[src/hdl/g_limited_elevator_scaler_assert.svh]
// Assertion macros for the g-limited elevator scaler.
// Used by the top level; relies on clk and rst_n in the including scope.
`ifndef G_LIMITED_ELEVATOR_SCALER_ASSERT_SVH
`define G_LIMITED_ELEVATOR_SCALER_ASSERT_SVH

// same-cycle implication
`define GLES_AST_IMPL(lbl, ante, cons, msg) \
  lbl: assert property (@(posedge clk) disable iff (!rst_n) (ante) |-> (cons)) \
    else $error(msg);

// next-cycle implication
`define GLES_AST_NEXT(lbl, ante, cons, msg) \
  lbl: assert property (@(posedge clk) disable iff (!rst_n) (ante) |=> (cons)) \
    else $error(msg);

`endif

[src/hdl/gles_pkg.sv]
// Shared types and constants for the g-limited elevator scaler.
// No dependencies; imported by gles_unit, g_limited_elevator_scaler and the testbench.
package gles_pkg;

  // register reset values
  localparam logic [14:0]        G_LIMIT_HIGH_RST = 15'd9216;
  localparam logic signed [15:0] G_LIMIT_LOW_RST  = -16'sd3072;
  localparam logic [14:0]        GUARD_BAND_RST   = 15'd1536;
  localparam logic [13:0]        STALL_ANGLE_RST  = 14'd2867;

  // fixed-point constants
  localparam logic [16:0]        ONE_Q15   = 17'd32768;
  localparam logic [16:0]        ONE_Q16   = 17'd65536;
  localparam logic [16:0]        GAIN_BASE = 17'd3277;   // 0.05 in Q0.16
  localparam logic [16:0]        SMOOTH_K  = 17'd98304;  // 3.0 in Q2.15
  localparam logic [33:0]        ROUND_Q16 = 34'd32768;
  localparam logic signed [35:0] ROUND_Q15 = 36'sd16384;

  // band fraction divider: one quotient bit per cycle
  localparam int unsigned DIV_STEPS = 15;
  typedef logic [3:0] div_cnt_t;
  localparam div_cnt_t DIV_LAST = div_cnt_t'(DIV_STEPS - 1);

  // register map, word index = paddr[3:2]
  typedef enum logic [1:0] {
    REG_G_LIMIT_HIGH = 2'd0,
    REG_G_LIMIT_LOW  = 2'd1,
    REG_GUARD_BAND   = 2'd2,
    REG_STALL_ANGLE  = 2'd3
  } reg_idx_t;

  typedef enum logic [2:0] {
    ST_IDLE,
    ST_CHECK,
    ST_DIV,
    ST_SQ,
    ST_CUBE,
    ST_MIX1,
    ST_MIX2,
    ST_OUT
  } state_t;

  // shared unit request / response
  typedef struct packed {
    logic signed [17:0] mul_a;
    logic signed [17:0] mul_b;
    logic [14:0]        rem;
    logic [14:0]        divisor;
  } unit_req_t;

  typedef struct packed {
    logic signed [35:0] prod;
    logic [14:0]        rem;
    logic               qbit;
  } unit_rsp_t;

endpackage

[src/hdl/gles_unit.sv]
// Shared arithmetic unit: one 18x18 signed multiplier and one restoring
// divide step. Depends on gles_pkg for the request/response structs.
module gles_unit
  import gles_pkg::*;
(
  input  unit_req_t req,
  output unit_rsp_t rsp
);

  logic signed [17:0] a;
  logic signed [17:0] b;
  logic [15:0]        rem2;
  logic [15:0]        dvs;
  logic               ge;

  // multiplier, then restoring divide step: shift in a zero, subtract if it fits
  always_comb begin
    a = req.mul_a;
    b = req.mul_b;
    rsp.prod = a * b;
    rem2 = {req.rem, 1'b0};
    dvs  = {1'b0, req.divisor};
    ge   = (rem2 >= dvs);
    rsp.qbit = ge;
    rsp.rem  = ge ? 15'(rem2 - dvs) : rem2[14:0];
  end

endmodule

[src/hdl/g_limited_elevator_scaler.sv]
// G-limited elevator scaler, top level.
// Depends on gles_pkg, gles_unit and g_limited_elevator_scaler_assert.svh.
//
// Usage:
//   Input words (g_load, attack_angle, elevator_command, step_time) enter on
//   a valid/ready channel; each gives one result word (elevator_out,
//   scale_now) on a valid/ready output channel with an output register.
//   in_ready is high only while the sequencer is idle. An item passes
//   through the check, mix and output states when no guard band applies;
//   with the band, the band fraction is first divided one bit per cycle,
//   then smoothstep and the filter run through one shared multiplier, one
//   product per cycle. The next item may be accepted in the cycle after
//   the result is loaded, while it still waits at the output.
//   If the receiver stalls with a result pending, the sequencer
//   holds the next result until the output register frees.
//   Reset (rst_n low, synchronous) returns the registers to their defaults,
//   clears the stored scale to zero and drops out_valid.
//   Registers are written over the APB port; write them only while idle.
module g_limited_elevator_scaler
  import gles_pkg::*;
(
  input  logic               clk,
  input  logic               rst_n,
  // configuration
  input  logic               psel,
  input  logic               penable,
  input  logic               pwrite,
  input  logic [3:0]         paddr,
  input  logic [31:0]        pwdata,
  output logic [31:0]        prdata,
  output logic               pready,
  // input channel
  input  logic               in_valid,
  output logic               in_ready,
  input  logic signed [15:0] in_g_load,
  input  logic signed [15:0] in_attack_angle,
  input  logic signed [15:0] in_elevator_command,
  input  logic [15:0]        in_step_time,
  // result channel
  output logic               out_valid,
  input  logic               out_ready,
  output logic signed [15:0] out_elevator_out,
  output logic [15:0]        out_scale_now
);

  // configuration registers
  logic [14:0]        g_limit_high_r;
  logic signed [15:0] g_limit_low_r;
  logic [14:0]        guard_band_r;
  logic [13:0]        stall_angle_r;
  reg_idx_t           cfg_idx;
  logic               cfg_we;

  // sequencer
  state_t             state_r, state_nxt;
  div_cnt_t           div_cnt_r, div_cnt_nxt;

  // item and working registers
  logic signed [15:0] g_r, g_nxt;
  logic signed [15:0] alpha_r, alpha_nxt;
  logic signed [15:0] cmd_r, cmd_nxt;
  logic [15:0]        dt_r, dt_nxt;
  logic [16:0]        u_r, u_nxt;
  logic [15:0]        f_r, f_nxt;
  logic [14:0]        rem_r, rem_nxt;
  logic [14:0]        t_r, t_nxt;
  logic [14:0]        t2_r, t2_nxt;
  logic [33:0]        acc_r, acc_nxt;
  logic [15:0]        scale_r, scale_nxt;
  logic               out_valid_r, out_valid_nxt;
  logic signed [15:0] eo_r, eo_nxt;
  logic [15:0]        scale_out_r, scale_out_nxt;

  // decision signals
  logic               cmd_pos, cmd_neg;
  logic signed [17:0] g_x, alpha_x, hi_x, lo_x, eps_x, stall_x;
  logic signed [17:0] dist_hi, dist_lo;
  logic               f_zero, band_hi, band_lo;
  logic [16:0]        u_sum, u_sat;
  logic               out_free;

  // shared unit
  unit_req_t          ureq;
  unit_rsp_t          ursp;
  logic [16:0]        smooth_k;
  logic [33:0]        mix;
  logic [16:0]        scale_raw;
  logic signed [35:0] eo_sum;

  gles_unit u_unit (
    .req (ureq),
    .rsp (ursp)
  );

  // APB register file
  assign pready  = 1'b1;
  assign cfg_idx = reg_idx_t'(paddr[3:2]);
  assign cfg_we  = psel && penable && pwrite && pready;

  always_ff @(posedge clk) begin
    if (!rst_n) begin
      g_limit_high_r <= G_LIMIT_HIGH_RST;
      g_limit_low_r  <= G_LIMIT_LOW_RST;
      guard_band_r   <= GUARD_BAND_RST;
      stall_angle_r  <= STALL_ANGLE_RST;
    end else if (cfg_we) begin
      case (cfg_idx)
        REG_G_LIMIT_HIGH: g_limit_high_r <= pwdata[14:0];
        REG_G_LIMIT_LOW:  g_limit_low_r  <= pwdata[15:0];
        REG_GUARD_BAND:   guard_band_r   <= pwdata[14:0];
        REG_STALL_ANGLE:  stall_angle_r  <= pwdata[13:0];
        default: ;
      endcase
    end
  end

  always_comb begin
    case (cfg_idx)
      REG_G_LIMIT_HIGH: prdata = {17'd0, g_limit_high_r};
      REG_G_LIMIT_LOW:  prdata = {{16{g_limit_low_r[15]}}, g_limit_low_r};
      REG_GUARD_BAND:   prdata = {17'd0, guard_band_r};
      REG_STALL_ANGLE:  prdata = {18'd0, stall_angle_r};
      default:          prdata = '0;
    endcase
  end

  // limit decision, wide signed compares
  always_comb begin
    cmd_pos = !cmd_r[15] && (cmd_r != '0);
    cmd_neg = cmd_r[15];
    g_x     = {{2{g_r[15]}}, g_r};
    alpha_x = {{2{alpha_r[15]}}, alpha_r};
    hi_x    = {3'd0, g_limit_high_r};
    lo_x    = {{2{g_limit_low_r[15]}}, g_limit_low_r};
    eps_x   = {3'd0, guard_band_r};
    stall_x = {4'd0, stall_angle_r};
    dist_hi = hi_x - g_x;
    dist_lo = g_x - lo_x;
    f_zero  = (cmd_pos && (g_x > hi_x)) || (cmd_neg && (g_x < lo_x))
              || (cmd_pos && (alpha_x > stall_x));
    band_hi = !f_zero && cmd_pos && (g_x > (hi_x - eps_x));
    band_lo = !f_zero && !band_hi && cmd_neg && (g_x < (lo_x + eps_x));
    u_sum   = GAIN_BASE + {1'b0, dt_r};
    u_sat   = (u_sum > ONE_Q16) ? ONE_Q16 : u_sum;
  end

  assign out_free = !out_valid_r || out_ready;

  // next state
  always_comb begin
    state_nxt = state_r;
    case (state_r)
      ST_IDLE:  if (in_valid) state_nxt = ST_CHECK;
      ST_CHECK: state_nxt = (band_hi || band_lo) ? ST_DIV : ST_MIX1;
      ST_DIV:   if (div_cnt_r == DIV_LAST) state_nxt = ST_SQ;
      ST_SQ:    state_nxt = ST_CUBE;
      ST_CUBE:  state_nxt = ST_MIX1;
      ST_MIX1:  state_nxt = ST_MIX2;
      ST_MIX2:  state_nxt = ST_OUT;
      ST_OUT:   if (out_free) state_nxt = ST_IDLE;
      default:  state_nxt = ST_IDLE;
    endcase
  end

  // sequencer outputs: handshake and unit operands
  always_comb begin
    in_ready     = (state_r == ST_IDLE);
    smooth_k     = SMOOTH_K - {1'b0, t_r, 1'b0};
    ureq.mul_a   = '0;
    ureq.mul_b   = '0;
    ureq.rem     = rem_r;
    ureq.divisor = guard_band_r;
    case (state_r)
      ST_SQ: begin
        ureq.mul_a = {3'd0, t_r};
        ureq.mul_b = {3'd0, t_r};
      end
      ST_CUBE: begin
        ureq.mul_a = {3'd0, t2_r};
        ureq.mul_b = {1'b0, smooth_k};
      end
      ST_MIX1: begin
        ureq.mul_a = {1'b0, 17'(ONE_Q16 - u_r)};
        ureq.mul_b = {2'd0, scale_r};
      end
      ST_MIX2: begin
        ureq.mul_a = {1'b0, u_r};
        ureq.mul_b = {2'd0, f_r};
      end
      ST_OUT: begin
        ureq.mul_a = {{2{cmd_r[15]}}, cmd_r};
        ureq.mul_b = {2'd0, scale_r};
      end
      default: ;
    endcase
  end

  // datapath next values
  always_comb begin
    g_nxt         = g_r;
    alpha_nxt     = alpha_r;
    cmd_nxt       = cmd_r;
    dt_nxt        = dt_r;
    u_nxt         = u_r;
    f_nxt         = f_r;
    rem_nxt       = rem_r;
    t_nxt         = t_r;
    t2_nxt        = t2_r;
    acc_nxt       = acc_r;
    scale_nxt     = scale_r;
    div_cnt_nxt   = div_cnt_r;
    eo_nxt        = eo_r;
    scale_out_nxt = scale_out_r;
    out_valid_nxt = out_valid_r && !out_ready;
    mix           = acc_r + 34'(ursp.prod) + ROUND_Q16;
    scale_raw     = mix[32:16];
    eo_sum        = ursp.prod + ROUND_Q15;
    case (state_r)
      ST_IDLE: begin
        if (in_valid) begin
          g_nxt     = in_g_load;
          alpha_nxt = in_attack_angle;
          cmd_nxt   = in_elevator_command;
          dt_nxt    = in_step_time;
        end
      end
      ST_CHECK: begin
        u_nxt       = u_sat;
        f_nxt       = f_zero ? 16'd0 : ONE_Q15[15:0];
        rem_nxt     = band_hi ? dist_hi[14:0] : dist_lo[14:0];
        t_nxt       = '0;
        div_cnt_nxt = '0;
      end
      ST_DIV: begin
        rem_nxt     = ursp.rem;
        t_nxt       = {t_r[13:0], ursp.qbit};
        div_cnt_nxt = div_cnt_r + div_cnt_t'(1);
      end
      ST_SQ:   t2_nxt  = ursp.prod[29:15];
      ST_CUBE: f_nxt   = ursp.prod[30:15];
      ST_MIX1: acc_nxt = ursp.prod[33:0];
      ST_MIX2: scale_nxt = (scale_raw > ONE_Q15) ? ONE_Q15[15:0] : scale_raw[15:0];
      ST_OUT: begin
        if (out_free) begin
          eo_nxt        = eo_sum[30:15];
          scale_out_nxt = scale_r;
          out_valid_nxt = 1'b1;
        end
      end
      default: ;
    endcase
  end

  // control registers
  always_ff @(posedge clk) begin
    if (!rst_n) begin
      state_r     <= ST_IDLE;
      out_valid_r <= 1'b0;
      scale_r     <= '0;
    end else begin
      state_r     <= state_nxt;
      out_valid_r <= out_valid_nxt;
      scale_r     <= scale_nxt;
    end
  end

  // payload registers
  always_ff @(posedge clk) begin
    g_r         <= g_nxt;
    alpha_r     <= alpha_nxt;
    cmd_r       <= cmd_nxt;
    dt_r        <= dt_nxt;
    u_r         <= u_nxt;
    f_r         <= f_nxt;
    rem_r       <= rem_nxt;
    t_r         <= t_nxt;
    t2_r        <= t2_nxt;
    acc_r       <= acc_nxt;
    div_cnt_r   <= div_cnt_nxt;
    eo_r        <= eo_nxt;
    scale_out_r <= scale_out_nxt;
  end

  assign out_valid        = out_valid_r;
  assign out_elevator_out = eo_r;
  assign out_scale_now    = scale_out_r;

  // checks
`include "g_limited_elevator_scaler_assert.svh"

  `GLES_AST_IMPL(a_scale_le_one, 1'b1, scale_r <= ONE_Q15[15:0], "scale above one")
  `GLES_AST_NEXT(a_accept_starts, in_valid && in_ready, state_r == ST_CHECK, "accept lost")
  `GLES_AST_NEXT(a_div_ends, (state_r == ST_DIV) && (div_cnt_r == DIV_LAST), state_r == ST_SQ, "divide overran")
  `GLES_AST_NEXT(a_out_hold, (state_r == ST_OUT) && out_valid_r && !out_ready, state_r == ST_OUT, "result overwritten")

endmodule

[config.mk]
export PLATFORM = sky130hd
export DESIGN_NAME = g_limited_elevator_scaler
export DESIGN_NICKNAME = d
export VERILOG_FILES = /design/src/hdl/gles_pkg.sv /design/src/hdl/gles_unit.sv /design/src/hdl/g_limited_elevator_scaler.sv
export VERILOG_INCLUDE_DIRS = /design/src /design/src/hdl
export SDC_FILE = /design/constraint.sdc
export NUM_CORES = 2
export LEC_CHECK = 0
export BUFFER_PORTS_ARGS = -buffer_cell sky130_fd_sc_hd__buf_2
export CAP_MARGIN = 10
export CORE_AREA = 4 4 307 309
export DETAILED_ROUTE_END_ITERATION = 6
export DIE_AREA = 0 0 311 313
export SLEW_MARGIN = 0
export SYNTH_ARGS = -nofsm -noshare
export SYNTH_HDL_FRONTEND = slang
export SYNTH_HIERARCHICAL = 1
export SYNTH_SLANG_ARGS = --single-unit
[constraint.sdc]
create_clock -name clk -period 15.15 [get_ports clk]
set_input_delay 1.515 -clock clk [delete_from_list [all_inputs] [get_ports clk]]
set_output_delay 1.515 -clock clk [all_outputs]
set_load 0.1 [all_outputs]
; Word-level counts from Yosys, hierarchy flattened
; Index checks and enable logic that the tools add are counted.
[op_classes]
div_mod_pow = 0
shift = 0
mux = 17
eq_ne = 14
multipliers = 1
add_sub_neg = 12
n_lt_le_gt_ge = 8
n_reduce_logical = 33
bitwise_logic = 0
[op_table]
columns = cell, n
row1 = 36-bit one-hot mux with 5 select lines, 1
row2 = 32-bit one-hot mux with 4 select lines, 1
row3 = 15-bit one-hot mux with 2 select lines, 2
row4 = 15-bit subtractor, 3
row5 = 33-bit by 16-bit adder with 33-bit output (second input constant), 1
row6 = 33-bit adder, 1
row7 = 18-bit by 18-bit multiplier with 33-bit output, 1
row8 = 16-bit > comparator, 2
row9 = 16-bit 2-to-1 mux, 2
row10 = 16-bit one-hot mux with 2 select lines, 1
row11 = 31-bit by 16-bit adder with 31-bit output (second input constant), 1
row12 = 15-bit 2-to-1 mux, 2
row13 = 3-bit one-hot mux with 8 select lines, 1
row14 = 12-bit by 16-bit adder with 17-bit output (first input constant), 1
row15 = 16-bit by 16-bit adder with 17-bit output, 1
row16 = 17-bit by 16-bit > comparator with 1-bit output (second input constant), 1
row17 = 17-bit > comparator (second input constant), 1
row18 = 16-bit by 17-bit less-than comparator with 1-bit output, 1
row19 = 17-bit by 16-bit subtractor with 17-bit output (first input constant), 1
row20 = 17-bit subtractor (first input constant), 1
row21 = 16-bit by 15-bit >= comparator with 1-bit output, 1
row22 = 16-bit by 15-bit > comparator with 1-bit output, 1
row23 = 16-bit less-than comparator, 1
row24 = 16-bit nonzero test, 1
row25 = 20 further kinds, 55
[word_totals]
out_inout_bits = 67
ramBits = 0
word_cells = 105
latchBits = 0
inputBits = 107
reg_bits = 291
romBits = 0
n_memories = 0

; Longest topological paths before layout
[depth]
ltp_word = 15
ltp_mapped = 47
mapped_depth_nobuf = 43

; By module
; Netlist, hierarchy kept.
[by_module_without_submodules]
columns = module, area_each_um2, n_inst, cells_each, seq_area_each_um2
row1 = g_limited_elevator_scaler, 18642.9, 1, 1853, 7937.6
row2 = gles_unit, 13196.4, 1, 1490, 0.0

; Worst setup path after synthesis
; Ideal clock, no wire load.
[synth_timing]
kind = register to register
from = register u_r[0]
to = register scale_r[14]
setup_ns = 0.087
slack_ns = 4.040
path_stages_with_launch = 43
synth_period_minus_slack_ns = 11.110
arrival_ns = 11.023
required_time_ns = 15.063
n_path_buf = 2
path_cell_list = edfxtp_1 > inv_1 > ha_1 > nand2_1 > nor3_1 > or3b_2 > or3_1 > nor2_1 > nand2_1 > nor3_1 > a21oi_1 > o21ai_0 > clkbuf_1 > nand2_1 > fa_1 > inv_1 > fa_1 > inv_1 > (+7 left out) > a2bb2oi_2 > a211oi_2 > a211oi_1 > o31ai_1 > a21boi_0 > ha_1 > ha_1 > clkbuf_1 > a21oi_1 > and2b_2 > a311oi_4 > nor2_2 > or4_4 > a2111oi_4 > nand4_1 > or2_4 > a211o_1 > o31ai_1
[synth_rtl]
columns = item, line_no
row1 = from (decl), g_limited_elevator_scaler.sv:63  ; logic [16:0] u_r, u_nxt;
row2 = from (signal assigned), g_limited_elevator_scaler.sv:273  ; u_r <= u_nxt;
row3 = to (signal assigned), g_limited_elevator_scaler.sv:263  ; scale_r <= scale_nxt;
row4 = to (decl), g_limited_elevator_scaler.sv:69  ; logic [15:0] scale_r, scale_nxt;

==> reports/results.tsv <==
stage	metric	value	unit
sta	setup_viol	0	
logic_synthesis	avgSynthCellArea	9.55	um2
logic_synthesis	synthesis.area	0.0312	mm2
clock_network	ctsLongestPathBuffers	3	
drt	ant_nets	0	
floorplanning	start_util	34.1	%
placement	preCtsSetupSlack	2.55	ns
global_route	track_usage	17.0	%
worst_setup_path	path_depth	35	
worst_setup_path	end_kind	flop	
sta	fmax	79.0	MHz
floorplanning	coreArea	0.0914	mm2
worst_setup_path	critPathKind	reg2reg	
worst_setup_path	worstPathRequired	15.65	ns
sta	drv_slew	0	
worst_setup_path	cp.arrival	13.16	ns
layout	layout_commonest_cell	inv_1	
floorplanning	die-height	313	um
clock_network	cts_root_buf	clkbuf_16	
layout	syn_to_final_growth	11.1	%
layout	n_fill_cell	9224	
drt	wl_per_cell	17.9	um
floorplanning	placementRows	111	
global_route	antenna_found_initial	3	
logic_synthesis	syn_inst	3265	
placement	placed_cells	4535	
worst_setup_path	crit_top_cell	fa_1	
placement	gp_congestion	0.853	
worst_setup_path	crit_path_end	scale_r[7]	
clock_network	cts_hold_buf	0	
drt	detail_route.vias_per_cell	5.05	
sta	period_share	83.6	%
clock_network	clk_latency	0.57	ns
sta	skew	0.0242	ns
flow_run	cap_violations	0	
sta	layout_min_cycle_time	12.66	ns
sta	max-slew-margin-rel	18.9	%
worst_setup_path	r2r_end	scale_r[7]	
clock_network	clk_pin_slew	0.06	ns
drt	drt_iter0_drc	1372	
clock_network	cts_max_level	2	
outcome	status	finished, final reports clean	
sta	hold_violations	0	
drt	vias	23265	
layout	drive_gt1_share	10.1	%
clock_network	cts_buffers	37	
layout	fin_cells	4605	
sta	rsz0062_at_grt	no	
sta	tightest_slew	1.21	ns
worst_setup_path	critPathLaunch	state_r[1]	
worst_setup_path	cpPeakStageDelay	0.95	ns
drt	drt_first_pass_iters	5	
logic_synthesis	ys.warnings.count	6	
worst_hold_path	hold_path_class	reg2reg	
worst_setup_path	crit_slowest_cell	and2_1	
sta	setup_slack	2.49	ns
layout	multiInputGateArea	0.0208	mm2
clock_network	ctsResizeCount	0	
clock_network	post_cts_buffers	0	
worst_setup_path	reg2reg_from	state_r[1]	
layout	fin_nets	4108	
worst_setup_path	critPathLaunchType	flop	
floorplanning	floorplan.die.width	311	um
worst_setup_path	cp_num_buf_inv	4	
floorplanning	die_area	0.0973	mm2
placement	hpwl	66.5	mm
global_route	grt_max_degree	64	
drt	wl	82.3	mm
worst_setup_path	critPathTopFamily	simple AND/OR/NAND/NOR gates	
layout	seq_area	0.00794	mm2
clock_network	cts_tree	yes	
drt	drcViolationCount	0	
placement	numPortBuffers	154	
layout	final_cell_mix	inv_1 (522), nand2_1 (371), fa_1 (320), ha_1 (293), edfxtp_1 (211)	
worst_setup_path	rrSetupSlack	2.49	ns
global_route	overflow	0	
global_route	grt_pass1_wl	132	mm
sta	tns	0	ns
worst_setup_path	crit_fanout	22	
floorplanning	boundaryPins	174	
worst_setup_path	ff2ff_path_depth	35	
global_route	grt_pass1_vias	24050	
clock_network	cts.sinks	291	
## per-stage QoR
step	utilization, %	instance area (um2)	hold slack (ns)
global route	37.9	34600	0.504
global placement	36.5	33300	0.468
CTS	37.9	34600	0.491
finish	37.9	34600	0.489
detailed placement	36.5	33300	0.486
floorplan	-	31200	0.430
## layout make-up
type / count / area share, %
multi-input cells: 2330 / 60.0
flip-flops and latches: 291 / 22.9
inverters: 522 / 5.66
well taps: 1186 / 4.28
repair buffers: 206 / 3.35
clock buffers: 42 / 2.85
clock inverters: 25 / 0.874
diodes: 3 / 0.0217
## state kept, by name, summed over array words and instances (netlist names)
signal            count
dt_r                 16
div_cnt_r             4
scale_r              16
out_scale_now        16
state_r               3
g_r                  16
t2_r                 15
g_limit_low_r        16
u_r                  17
out_elevator_out     16
out_valid             1
cmd_r                16
stall_angle_r        14
t_r                  15
guard_band_r         15
alpha_r              16
f_r                  16
acc_r                33
g_limit_high_r       15
rem_r                15
## worst reg2reg max path: cells and delay by family, from the launching register on
kind	cells	cell delay (ns)
compound gates	11	2.97
xor+xnor	1	0.85
fa+ha+maj	9	3.72
buf+inv	4	0.19
flops	1	0.89
mux	1	0.13
simple gates	9	3.86
## worst min-delay path by stage
stage,start,end,depth (start not counted)
6_report,stall_angle_r[12],stall_angle_r[12],2
5_1_grt,stall_angle_r[13],stall_angle_r[13],2
4_1_cts,stall_angle_r[13],stall_angle_r[13],2
2_1_floorplan,scale_r[15],out_scale_now[15],0
3_3_place_gp,stall_angle_r[12],stall_angle_r[12],2
3_5_place_dp,stall_angle_r[13],stall_angle_r[13],2
## per-layer routing
metal / wire length, um / up-vias / global-route usage, %
li1: - / 11174 / -
met1: 37200 / 11315 / 23.1
met2: 35900 / 654 / 26.6
met3: 6560 / 120 / 4.49
met4: 2550 / 2 / 4.96
met5: 124 / - / 0.939
Power is not shown: default switching activity piles up to over one toggle a cycle in this logic, so the estimate is an artifact.
